--- src/rtl/fixed_partition_allocator_unit_assert.svh ---
// Assertion macros shared by the allocator RTL.
// Every check is clocked on the rising edge and reports through $error.
`ifndef FIXED_PARTITION_ALLOCATOR_UNIT_ASSERT_SVH
`define FIXED_PARTITION_ALLOCATOR_UNIT_ASSERT_SVH

`ifndef SYNTHESIS

// Check that is switched off while reset is asserted.
`define FPA_ASSERT(lbl, clk, rstn, prop, msg) \
	lbl: assert property (@(posedge clk) disable iff (!rstn) prop) else $error(msg);

// Check that also holds during reset.
`define FPA_ASSERT_ALWAYS(lbl, clk, prop, msg) \
	lbl: assert property (@(posedge clk) prop) else $error(msg);

`else

`define FPA_ASSERT(lbl, clk, rstn, prop, msg)
`define FPA_ASSERT_ALWAYS(lbl, clk, prop, msg)

`endif

`endif

--- src/rtl/fpa_pkg.sv ---
`timescale 1ns / 1ps
`default_nettype none

package fpa_pkg;

	// Default sizing of the partition table.
	localparam int MAX_PARTITIONS_DEF = 32;
	localparam int SIZE_BITS_DEF      = 16;

	// Fixed field widths of the channels and the configuration port.
	localparam int SLOT_W     = 5;
	localparam int AMOUNT_W   = 16;
	localparam int LEFT_W     = 16;
	localparam int POLICY_W   = 2;
	localparam int BCOUNT_W   = 6;
	localparam int CFG_IDX_W  = 1;
	localparam int CFG_DATA_W = 6;

	// Item actions.
	localparam logic ACT_LOAD  = 1'b0;
	localparam logic ACT_ALLOC = 1'b1;

	// Configuration register indexes.
	localparam logic [CFG_IDX_W-1:0] REG_POLICY      = 1'b0;
	localparam logic [CFG_IDX_W-1:0] REG_BLOCK_COUNT = 1'b1;

	// Placement policies; the unused code behaves as first fit.
	localparam logic [POLICY_W-1:0] POL_FIRST = 2'd0;
	localparam logic [POLICY_W-1:0] POL_BEST  = 2'd1;
	localparam logic [POLICY_W-1:0] POL_WORST = 2'd2;

	// Register reset values.
	localparam logic [POLICY_W-1:0] POLICY_RST = POL_FIRST;
	localparam logic [BCOUNT_W-1:0] BCOUNT_RST = 6'd32;

endpackage

`default_nettype wire

--- src/rtl/fpa_in_if.sv ---
`timescale 1ns / 1ps
`default_nettype none

// Request word: a partition load or an allocate request.
interface fpa_in_if import fpa_pkg::*; ();
	logic                valid;
	logic                ready;
	logic                action;
	logic [SLOT_W-1:0]   slot;
	logic [AMOUNT_W-1:0] amount;

	modport source (output valid, output action, output slot, output amount, input ready);
	modport sink   (input valid, input action, input slot, input amount, output ready);
endinterface

`default_nettype wire

--- src/rtl/fpa_out_if.sv ---
`timescale 1ns / 1ps
`default_nettype none

// Response word: outcome of one allocate request.
interface fpa_out_if import fpa_pkg::*; ();
	logic              valid;
	logic              ready;
	logic              granted;
	logic [SLOT_W-1:0] slot_taken;
	logic [LEFT_W-1:0] leftover;

	modport source (output valid, output granted, output slot_taken, output leftover,
		input ready);
	modport sink   (input valid, input granted, input slot_taken, input leftover,
		output ready);
endinterface

`default_nettype wire

--- src/rtl/fixed_partition_allocator_unit.sv ---
// Channel   Dir  Word fields                     Handshake
// req       in   action, slot, amount            req.valid & req.ready
// rsp       out  granted, slot_taken, leftover   rsp.valid & rsp.ready
// cfg       in   cfg_index, cfg_data             cfg_we
//
// A load is written into the partition RAM when it is accepted. An allocate holds
// the unit busy from its acceptance: the first limit entries, where limit is
// block_count capped at MAX_PARTITIONS, are swept through the single read port of
// the partition RAM one entry per cycle, the last read word is taken, the read
// pipeline is found empty and the used flag is written back. With a zero count only
// the write-back remains. Reset clears every register but not the partition RAM;
// every partition must be loaded before it is scanned. A waiting response stalls
// the unit only at the write-back of the next allocate; loads pass meanwhile.
`timescale 1ns / 1ps
`default_nettype none

`include "fixed_partition_allocator_unit_assert.svh"

module fixed_partition_allocator_unit import fpa_pkg::*; #(
	parameter int MAX_PARTITIONS = MAX_PARTITIONS_DEF,
	parameter int SIZE_BITS      = SIZE_BITS_DEF
) (
	input  wire logic                  clk,
	input  wire logic                  arst_n,
	fpa_in_if.sink                     req,
	fpa_out_if.source                  rsp,
	input  wire logic                  cfg_we,
	input  wire logic [CFG_IDX_W-1:0]  cfg_index,
	input  wire logic [CFG_DATA_W-1:0] cfg_data
);

	localparam int IDX_W = $clog2(MAX_PARTITIONS);
	localparam int CNT_W = $clog2(MAX_PARTITIONS + 1);
	localparam int ENT_W = SIZE_BITS + 1;

	typedef enum logic [1:0] {ST_IDLE, ST_SCAN, ST_WRITE} state_t;

	state_t                state_q;
	logic [POLICY_W-1:0]   policy_q;
	logic [BCOUNT_W-1:0]   block_count_q;
	logic [SIZE_BITS-1:0]  amt_q;
	logic [CNT_W-1:0]      limit_q;
	logic [CNT_W-1:0]      iss_q;
	logic                  vld_s1;
	logic [IDX_W-1:0]      idx_s1;
	logic                  found_q;
	logic [IDX_W-1:0]      pick_q;
	logic [SIZE_BITS-1:0]  pick_size_q;
	logic [SIZE_BITS-1:0]  key_q;
	logic                  out_valid_q;
	logic                  out_granted_q;
	logic [SLOT_W-1:0]     out_slot_q;
	logic [LEFT_W-1:0]     out_left_q;

	logic                        req_fire;
	logic                        alloc_fire;
	logic                        wb_grant;
	logic                        out_free;
	logic [SIZE_BITS+AMOUNT_W-1:0] amt_ext;
	logic [SIZE_BITS-1:0]        amt_in;
	logic [IDX_W+SLOT_W-1:0]     slot_ext;
	logic [IDX_W-1:0]            slot_addr;
	logic                        slot_ok;
	logic [CNT_W+BCOUNT_W-1:0]   bc_ext;
	logic [CNT_W-1:0]            limit;
	logic                        mem_we;
	logic [IDX_W-1:0]            mem_waddr;
	logic [ENT_W-1:0]            mem_wdata;
	logic                        mem_re;
	logic [ENT_W-1:0]            mem_rdata;
	logic                        ent_used;
	logic [SIZE_BITS-1:0]        ent_size;
	logic [SIZE_BITS-1:0]        ent_rest;
	logic                        fit;
	logic                        take;
	logic [SIZE_BITS-1:0]        take_key;
	logic [SIZE_BITS-1:0]        pick_rest;
	logic [SLOT_W+IDX_W-1:0]     pick_ext;
	logic [LEFT_W+SIZE_BITS-1:0] rest_ext;

	// Handshakes.
	assign req.ready  = (state_q == ST_IDLE);
	assign req_fire   = req.valid && req.ready;
	assign alloc_fire = req_fire && (req.action == ACT_ALLOC);
	assign out_free   = !out_valid_q || rsp.ready;

	assign rsp.valid      = out_valid_q;
	assign rsp.granted    = out_granted_q;
	assign rsp.slot_taken = out_slot_q;
	assign rsp.leftover   = out_left_q;

	// Resize the input fields to the table geometry.
	assign amt_ext   = {{SIZE_BITS{1'b0}}, req.amount};
	assign amt_in    = amt_ext[SIZE_BITS-1:0];
	assign slot_ext  = {{IDX_W{1'b0}}, req.slot};
	assign slot_addr = slot_ext[IDX_W-1:0];
	assign slot_ok   = int'(req.slot) < MAX_PARTITIONS;

	// Number of entries to scan, capped at the table depth.
	assign bc_ext = {{CNT_W{1'b0}}, block_count_q};
	always_comb begin
		if (int'(block_count_q) > MAX_PARTITIONS) begin
			limit = CNT_W'(MAX_PARTITIONS);
		end else begin
			limit = bc_ext[CNT_W-1:0];
		end
	end

	// Configuration registers.
	always_ff @(posedge clk or negedge arst_n) begin
		if (!arst_n) begin
			policy_q      <= POLICY_RST;
			block_count_q <= BCOUNT_RST;
		end else if (cfg_we) begin
			unique case (cfg_index)
				REG_POLICY:      policy_q      <= cfg_data[POLICY_W-1:0];
				REG_BLOCK_COUNT: block_count_q <= cfg_data[BCOUNT_W-1:0];
				default: ;
			endcase
		end
	end

	// Partition RAM: the used flag sits above the size.
	assign wb_grant  = (state_q == ST_WRITE) && found_q;
	assign mem_re    = (state_q == ST_SCAN) && (iss_q != limit_q);
	assign mem_we    = (req_fire && req.action == ACT_LOAD && slot_ok) ||
		(wb_grant && out_free);
	assign mem_waddr = (state_q == ST_WRITE) ? pick_q : slot_addr;
	assign mem_wdata = (state_q == ST_WRITE) ? {1'b1, pick_size_q} : {1'b0, amt_in};

	fpa_ram #(
		.WIDTH(ENT_W),
		.DEPTH(MAX_PARTITIONS)
	) u_part_ram (
		.clk   (clk),
		.we    (mem_we),
		.waddr (mem_waddr),
		.wdata (mem_wdata),
		.re    (mem_re),
		.raddr (iss_q[IDX_W-1:0]),
		.rdata (mem_rdata)
	);

	// Compare the entry that comes back from the RAM against the current pick.
	assign ent_used = mem_rdata[SIZE_BITS];
	assign ent_size = mem_rdata[SIZE_BITS-1:0];
	assign ent_rest = ent_size - amt_q;
	assign fit      = vld_s1 && !ent_used && (ent_size >= amt_q);

	always_comb begin
		unique case (policy_q)
			POL_BEST: begin
				take     = fit && (!found_q || ent_rest < key_q);
				take_key = ent_rest;
			end
			POL_WORST: begin
				take     = fit && (!found_q || ent_size >= key_q);
				take_key = ent_size;
			end
			default: begin
				take     = fit && !found_q;
				take_key = ent_size;
			end
		endcase
	end

	// Result fields of the chosen partition.
	assign pick_rest = pick_size_q - amt_q;
	assign pick_ext  = {{SLOT_W{1'b0}}, pick_q};
	assign rest_ext  = {{LEFT_W{1'b0}}, pick_rest};

	// Sequencer, scan pipeline and response register.
	always_ff @(posedge clk or negedge arst_n) begin
		if (!arst_n) begin
			state_q       <= ST_IDLE;
			vld_s1        <= 1'b0;
			found_q       <= 1'b0;
			out_valid_q   <= 1'b0;
			iss_q         <= '0;
			limit_q       <= '0;
			amt_q         <= '0;
			idx_s1        <= '0;
			pick_q        <= '0;
			pick_size_q   <= '0;
			key_q         <= '0;
			out_granted_q <= 1'b0;
			out_slot_q    <= '0;
			out_left_q    <= '0;
		end else begin
			if (out_valid_q && rsp.ready) begin
				out_valid_q <= 1'b0;
			end
			vld_s1 <= mem_re;
			idx_s1 <= iss_q[IDX_W-1:0];
			unique case (state_q)
				ST_IDLE: begin
					if (alloc_fire) begin
						amt_q   <= amt_in;
						limit_q <= limit;
						iss_q   <= '0;
						found_q <= 1'b0;
						state_q <= (limit == '0) ? ST_WRITE : ST_SCAN;
					end
				end
				ST_SCAN: begin
					if (mem_re) begin
						iss_q <= iss_q + 1'b1;
					end
					if (take) begin
						found_q     <= 1'b1;
						pick_q      <= idx_s1;
						pick_size_q <= ent_size;
						key_q       <= take_key;
					end
					if (!mem_re && !vld_s1) begin
						state_q <= ST_WRITE;
					end
				end
				ST_WRITE: begin
					if (out_free) begin
						out_valid_q   <= 1'b1;
						out_granted_q <= found_q;
						out_slot_q    <= found_q ? pick_ext[SLOT_W-1:0] : '0;
						out_left_q    <= found_q ? rest_ext[LEFT_W-1:0] : '0;
						state_q       <= ST_IDLE;
					end
				end
				default: state_q <= ST_IDLE;
			endcase
		end
	end

	// The RAM is never written while a scan is under way.
	`FPA_ASSERT(a_no_write_in_scan, clk, arst_n, (state_q == ST_SCAN) |-> !mem_we, "write during scan")
	// Read data only comes back while scanning.
	`FPA_ASSERT(a_s1_in_scan, clk, arst_n, vld_s1 |-> (state_q == ST_SCAN), "stray read data")
	// An accepted allocate leaves the idle state.
	`FPA_ASSERT(a_alloc_busy, clk, arst_n, alloc_fire |=> state_q != ST_IDLE, "allocate dropped")
	// A chosen partition always covers the request.
	`FPA_ASSERT(a_pick_fits, clk, arst_n, wb_grant |-> pick_size_q >= amt_q, "pick too small")
	// A clock edge inside reset leaves the read pipeline empty.
	`FPA_ASSERT_ALWAYS(a_rst_idle, clk, !arst_n |=> (state_q == ST_IDLE && !vld_s1), "busy in reset")

endmodule

`default_nettype wire

--- src/rtl/fpa_ram.sv ---
`timescale 1ns / 1ps
`default_nettype none

// Simple dual-port RAM: one write port, one read port with registered data.
module fpa_ram #(
	parameter int WIDTH = 8,
	parameter int DEPTH = 32
) (
	input  wire logic                     clk,
	input  wire logic                     we,
	input  wire logic [$clog2(DEPTH)-1:0] waddr,
	input  wire logic [WIDTH-1:0]         wdata,
	input  wire logic                     re,
	input  wire logic [$clog2(DEPTH)-1:0] raddr,
	output      logic [WIDTH-1:0]         rdata
);

	logic [WIDTH-1:0] mem_q [DEPTH];

	// Write port.
	always_ff @(posedge clk) begin
		if (we) begin
			mem_q[waddr] <= wdata;
		end
	end

	// Read port with registered data.
	always_ff @(posedge clk) begin
		if (re) begin
			rdata <= mem_q[raddr];
		end
	end

endmodule

`default_nettype wire

--- src/flat_wrapper.sv ---
// flat-port wrapper written by rule: the top's interface ports become plain ports
module fixed_partition_allocator_unit_flat import fpa_pkg::*;
#(
	parameter int MAX_PARTITIONS = MAX_PARTITIONS_DEF,
	parameter int SIZE_BITS      = SIZE_BITS_DEF
)
  (clk, arst_n, cfg_we, cfg_index, cfg_data, req_valid, req_action, req_slot, req_amount, req_ready, rsp_valid, rsp_granted, rsp_slot_taken, rsp_leftover, rsp_ready);
  fpa_in_if req_i ();
  fpa_out_if rsp_i ();
  input  wire logic clk;
  input  wire logic arst_n;
  input  wire logic cfg_we;
  input  wire logic [CFG_IDX_W-1:0] cfg_index;
  input  wire logic [CFG_DATA_W-1:0] cfg_data;
  input wire logic [$bits(req_i.valid)-1:0] req_valid;
  input wire logic [$bits(req_i.action)-1:0] req_action;
  input wire logic [$bits(req_i.slot)-1:0] req_slot;
  input wire logic [$bits(req_i.amount)-1:0] req_amount;
  output wire logic [$bits(req_i.ready)-1:0] req_ready;
  output wire logic [$bits(rsp_i.valid)-1:0] rsp_valid;
  output wire logic [$bits(rsp_i.granted)-1:0] rsp_granted;
  output wire logic [$bits(rsp_i.slot_taken)-1:0] rsp_slot_taken;
  output wire logic [$bits(rsp_i.leftover)-1:0] rsp_leftover;
  input wire logic [$bits(rsp_i.ready)-1:0] rsp_ready;
  assign req_i.valid = req_valid;
  assign req_i.action = req_action;
  assign req_i.slot = req_slot;
  assign req_i.amount = req_amount;
  assign req_ready = req_i.ready;
  assign rsp_valid = rsp_i.valid;
  assign rsp_granted = rsp_i.granted;
  assign rsp_slot_taken = rsp_i.slot_taken;
  assign rsp_leftover = rsp_i.leftover;
  assign rsp_i.ready = rsp_ready;
  fixed_partition_allocator_unit #(.MAX_PARTITIONS(MAX_PARTITIONS), .SIZE_BITS(SIZE_BITS)) u_core (.clk(clk), .arst_n(arst_n), .req(req_i), .rsp(rsp_i), .cfg_we(cfg_we), .cfg_index(cfg_index), .cfg_data(cfg_data));
endmodule
--- config.mk ---
export PLATFORM = sky130hd
export DESIGN_NAME = fixed_partition_allocator_unit_flat
export DESIGN_NICKNAME = d
export VERILOG_FILES = /design/src/rtl/fpa_pkg.sv /design/src/rtl/fpa_in_if.sv /design/src/rtl/fpa_out_if.sv /design/src/rtl/fixed_partition_allocator_unit.sv /design/src/rtl/fpa_ram.sv /design/src/flat_wrapper.sv
export VERILOG_INCLUDE_DIRS = /design/src /design/src/rtl
export SDC_FILE = /design/constraint.sdc
export NUM_CORES = 1
export LEC_CHECK = 0
export BUFFER_PORTS_ARGS = -buffer_cell sky130_fd_sc_hd__clkbuf_2
export CORE_UTILIZATION = 25
export CTS_CLUSTER_SIZE = 40
export DETAILED_ROUTE_END_ITERATION = 10
export GPL_ROUTABILITY_DRIVEN = 0
export GPL_TIMING_DRIVEN = 1
export PLACE_DENSITY = 0.52
export SYNTH_ARGS = -nofsm -noshare
export SYNTH_HDL_FRONTEND = slang
export SYNTH_HIERARCHICAL = 1
export SYNTH_SLANG_ARGS = --single-unit
--- constraint.sdc ---
create_clock -name clk -period 3.7 [get_ports clk]
set_input_delay 0.37 -clock clk [delete_from_list [all_inputs] [get_ports clk]]
set_output_delay 0.37 -clock clk [all_outputs]
set_load 0.005 [all_outputs]
==> metrics.txt <==
outcome=complete, but fails checks; failing checks=negative setup slack; Setup Skew=0.0242 ns; largest net degree at the start of global routing=69; Distinct cells, synth=64; number of CTS-inserted buffers=72; unrepaired setup endpoints after global routing=true; Slew Viols, Final=0; Clock transition at path regs=~0.060 ns; fin cells=~3700; CP Max Fanout=7; Worst Path Buf+Inv=4; slew margin rel.=~40%; initial antenna violation count=0; Max Root-Sink Buffers=3; IO buf count=57; Comb pwr share=a little over two fifths; drt initial violations=1283; CP Class=reg -> reg; CTS tree=yes; Net Count, Synth=between 2000 and 2500; chip width=between 300 and 400 um; LEAKAGE=12.9 nW; Vias=17100; layout cells sized above 1=between 10% and 20%; Worst path max stage delay=0.38 ns; Yosys top cell area share=between 50% and 60%; FF+latch count, synth=666; H-tree depth=3; sequential share of the synthesized area=approximately two thirds; # placed instances=approximately 3600; Initial Util=25.3%; Layout area overhead=20.2%; worst endpoint required time=4.19 ns; crit start category=flip-flop; Worst R2R Path Depth=18; Least-Margin Pin Slew=roughly 0.88 ns; top_reg_cell synth=edfxtp_1; drt pass-1 iters=5; Synth area leaders=edfxtp_1 (59%), mux2i_1 (10%), dfrtp_1 (9.1%); Synth Cell Area=around 29000 um2; DP Area=roughly 31000 um2; clk_lat worst skew=0.63 ns; Final HPWL DP=~48 mm; DRT Wirelength=about 76 mm; GRT met3 Usage=roughly 2.3%; met1 usage=17.6%; critical path depth in cells=18; fmax=around 270 MHz; CORE AREA=around 110000 um2; Sw Pwr=10.5 mW; number of synthesized flops with an enable pin=561; Die H=~340 um; GR Overflow Total=0; met2 usage=a little over a fifth; Hold Fails Final Rpt=0; DR vias/cell=roughly 4.6; vias in the first global route=around 17000; fin area=approximately 34000 um2; # setup viols final=19; clk root buf=clkbuf_16; most common cell after layout, fill and taps aside=edfxtp_1; Largest delay share family, worst path=compound AO/OA/AOI/OAI gates; final setup margin=-0.0562 ns; DP Worst Slack=-0.290 ns; most frequent cells in the layout=edfxtp_1 (561), mux2i_1 (285), nand2_1 (201); number of fill cells=between 10000 and 15000; setup TNS=-0.403 ns; site row count=around 120; CP Cell Sequence=inv_2 -> ha_4 -> inv_2 -> fa_2 -> a21oi_4 -> o211ai_1 -> a21oi_2 -> o41ai_2 -> xor2_1 -> ha_1 -> nand4_1 -> o31a_1 -> o221ai_2 -> a31oi_2 -> o211ai_4 -> buf_12 -> buf_12 -> mux2_1; Ys Warns=6; die area=between 100000 and 150000 um2; nets@finish=between 2000 and 2500; cell count after synthesis=around 2000; Data arrival, critical path=4.25 ns; Internal=between 15 and 20 mW; Yosys top cell by area=edfxtp_1; global-route wire length before repair=between 100 and 150 mm; syn_area_per_cell=around 15 um2; Final Cycle Share=102%; post-route ant nets=0; most used routing layer=met2; clk sink count=about 670; sw frac=a little over a third; Worst Setup End Kind=flip-flop; minimum clock period=about 3.8 ns; critical path's slowest cell=fa_2; Max Cap Viol=0; io pins=58; HP Class=in -> reg; Residual DRC=0; clock network fraction of total power=24.7%; Synth async-reset ratio=~16%; sequential power share=between 30% and 40%; maximum vdd drop=approximately 0.47 mV; Hold Crit Depth=2; WL per Instance=roughly 20 um; Power Dens Cells=between 800 and 900 nW/um2; GR Util All Layers=between 10% and 20%
==> state kept, by name (all words and copies together) (netlist names), 6 cells and up <==
name                     count
u_core/amt_q                16
u_core/block_count_q         6
u_core/iss_q                 6
u_core/key_q                16
u_core/limit_q               6
u_core/pick_size_q          16
u_core/rsp.leftover         16
u_core/u_part_ram/mem_q    544
u_core/u_part_ram/rdata     17
==> worst register-to-register path: stages (launching register included) <==
cell	delay (ns)
edfxtp_1	0.37
inv_2	0.09
ha_4	0.14
inv_2	0.04
fa_2	0.38
a21oi_4	0.18
o211ai_1	0.14
a21oi_2	0.24
o41ai_2	0.09
xor2_1	0.20
ha_1	0.31
nand4_1	0.10
o31a_1	0.32
o221ai_2	0.07
a31oi_2	0.08
o211ai_4	0.29
buf_12	0.16
buf_12	0.12
mux2_1	0.32
==> final timing paths <==
check	start	to	slack, ns
max	u_core/u_part_ram/rdata[0]	u_core/pick_q[1]	-0.06
min	cfg_data[0]	u_core/block_count_q[0]	0.04
max reg2reg	u_core/u_part_ram/rdata[0]	u_core/pick_q[1]	-0.06
min reg2reg	u_core/idx_s1[3]	u_core/pick_q[3]	0.47
max in group asynchronous	arst_n	u_core/iss_q[0]	2.50
min in group asynchronous	arst_n	u_core/rsp.valid	0.30
==> metal layers <==
metal  up-vias  part of all wire, %
met5         -                    0
met4         0                  1.9
met3        97                  4.9
met2       441                   48
met1      8680                   46
li1       7852                    -
==> what timing repair did <==
item / CTS / global route
endpoints found under the setup margin: 36 / 35
hold buffers: 16 / 0
gates cloned: 1 / 0
hold endpoints to repair: 54 / 0
resized for setup: 33 / 20
buffers inserted: 19 / 2
pin swaps: 29 / 10
==> logic make-up after synthesis <==
kind of cell / after synthesis / synth area share [%]
flip-flops: 666 / 68.3
AO/OA/AOI/OAI: 297 / 6.89
AND/OR/NAND/NOR: 430 / 6.89
multiplexers: 312 / 11.1
adder cells (fa/ha/maj): 67 / 2.99
buffers and inverters: 146 / 2.82
XOR/XNOR: 34 / 1.04
==> power by group through the flow <==
stage / Sequential (mW) / Clock [mW] / Combinational [mW]
3_5_place_dp: 9.53 / 0 / 11.2
2_1_floorplan: 9.28 / 0 / 7.32
6_report: 9.39 / 7.09 / 12.2
3_3_place_gp: 9.51 / 0 / 11.0
4_1_cts: 9.39 / 7.25 / 12.0
5_1_grt: 9.46 / 7.57 / 13.2
==> per-stage QoR <==
stage | util, % | hold WS [ns] | power, mW
floorplan | - | 0.0744 | 16.6
global placement | 27.8 | 0.405 | 20.6
detailed placement | 27.8 | 0.411 | 20.7
CTS | 30.3 | 0.00583 | 28.7
global route | 30.4 | 0.0198 | 30.2
finish | 30.4 | 0.0414 | 28.7
==> layout make-up <==
class                           count  area [um2]  area share [%]
Antenna cell                        1        2.50         0.00730
Clock buffer                       90        1930            5.63
Clock inverter                     42         400            1.17
Inverter                           52         195           0.569
Multi-Input combinational cell   1140        8500            24.8
Sequential cell                   666       19500            56.8
Tap cell                         1500        1880            5.47
Timing Repair Buffer              239        1900            5.55
==> Yosys cell counts, types with 4 or more instances <==
cell type,count
buf_8,5
a22o_1,35
buf_6,16
xnor2_1,16
nand2b_1,8
nand3b_1,13
o31ai_1,4
a21o_1,8
and3_1,5
nand4_1,27
buf_2,27
nor2b_1,11
clkbuf_1,34
mux2_2,9
nor3_1,29
nand3_1,58
buf_4,11
xor2_1,18
o21ai_0,59
a21oi_1,70
ha_1,65
mux2i_1,285
inv_1,52
mux2_1,18
a22oi_1,69
or3_1,7
edfxtp_1,561
dfrtp_1,104
nand2_1,201
nor2_1,59
a31oi_1,22
(Power assumes the default switching activity.)
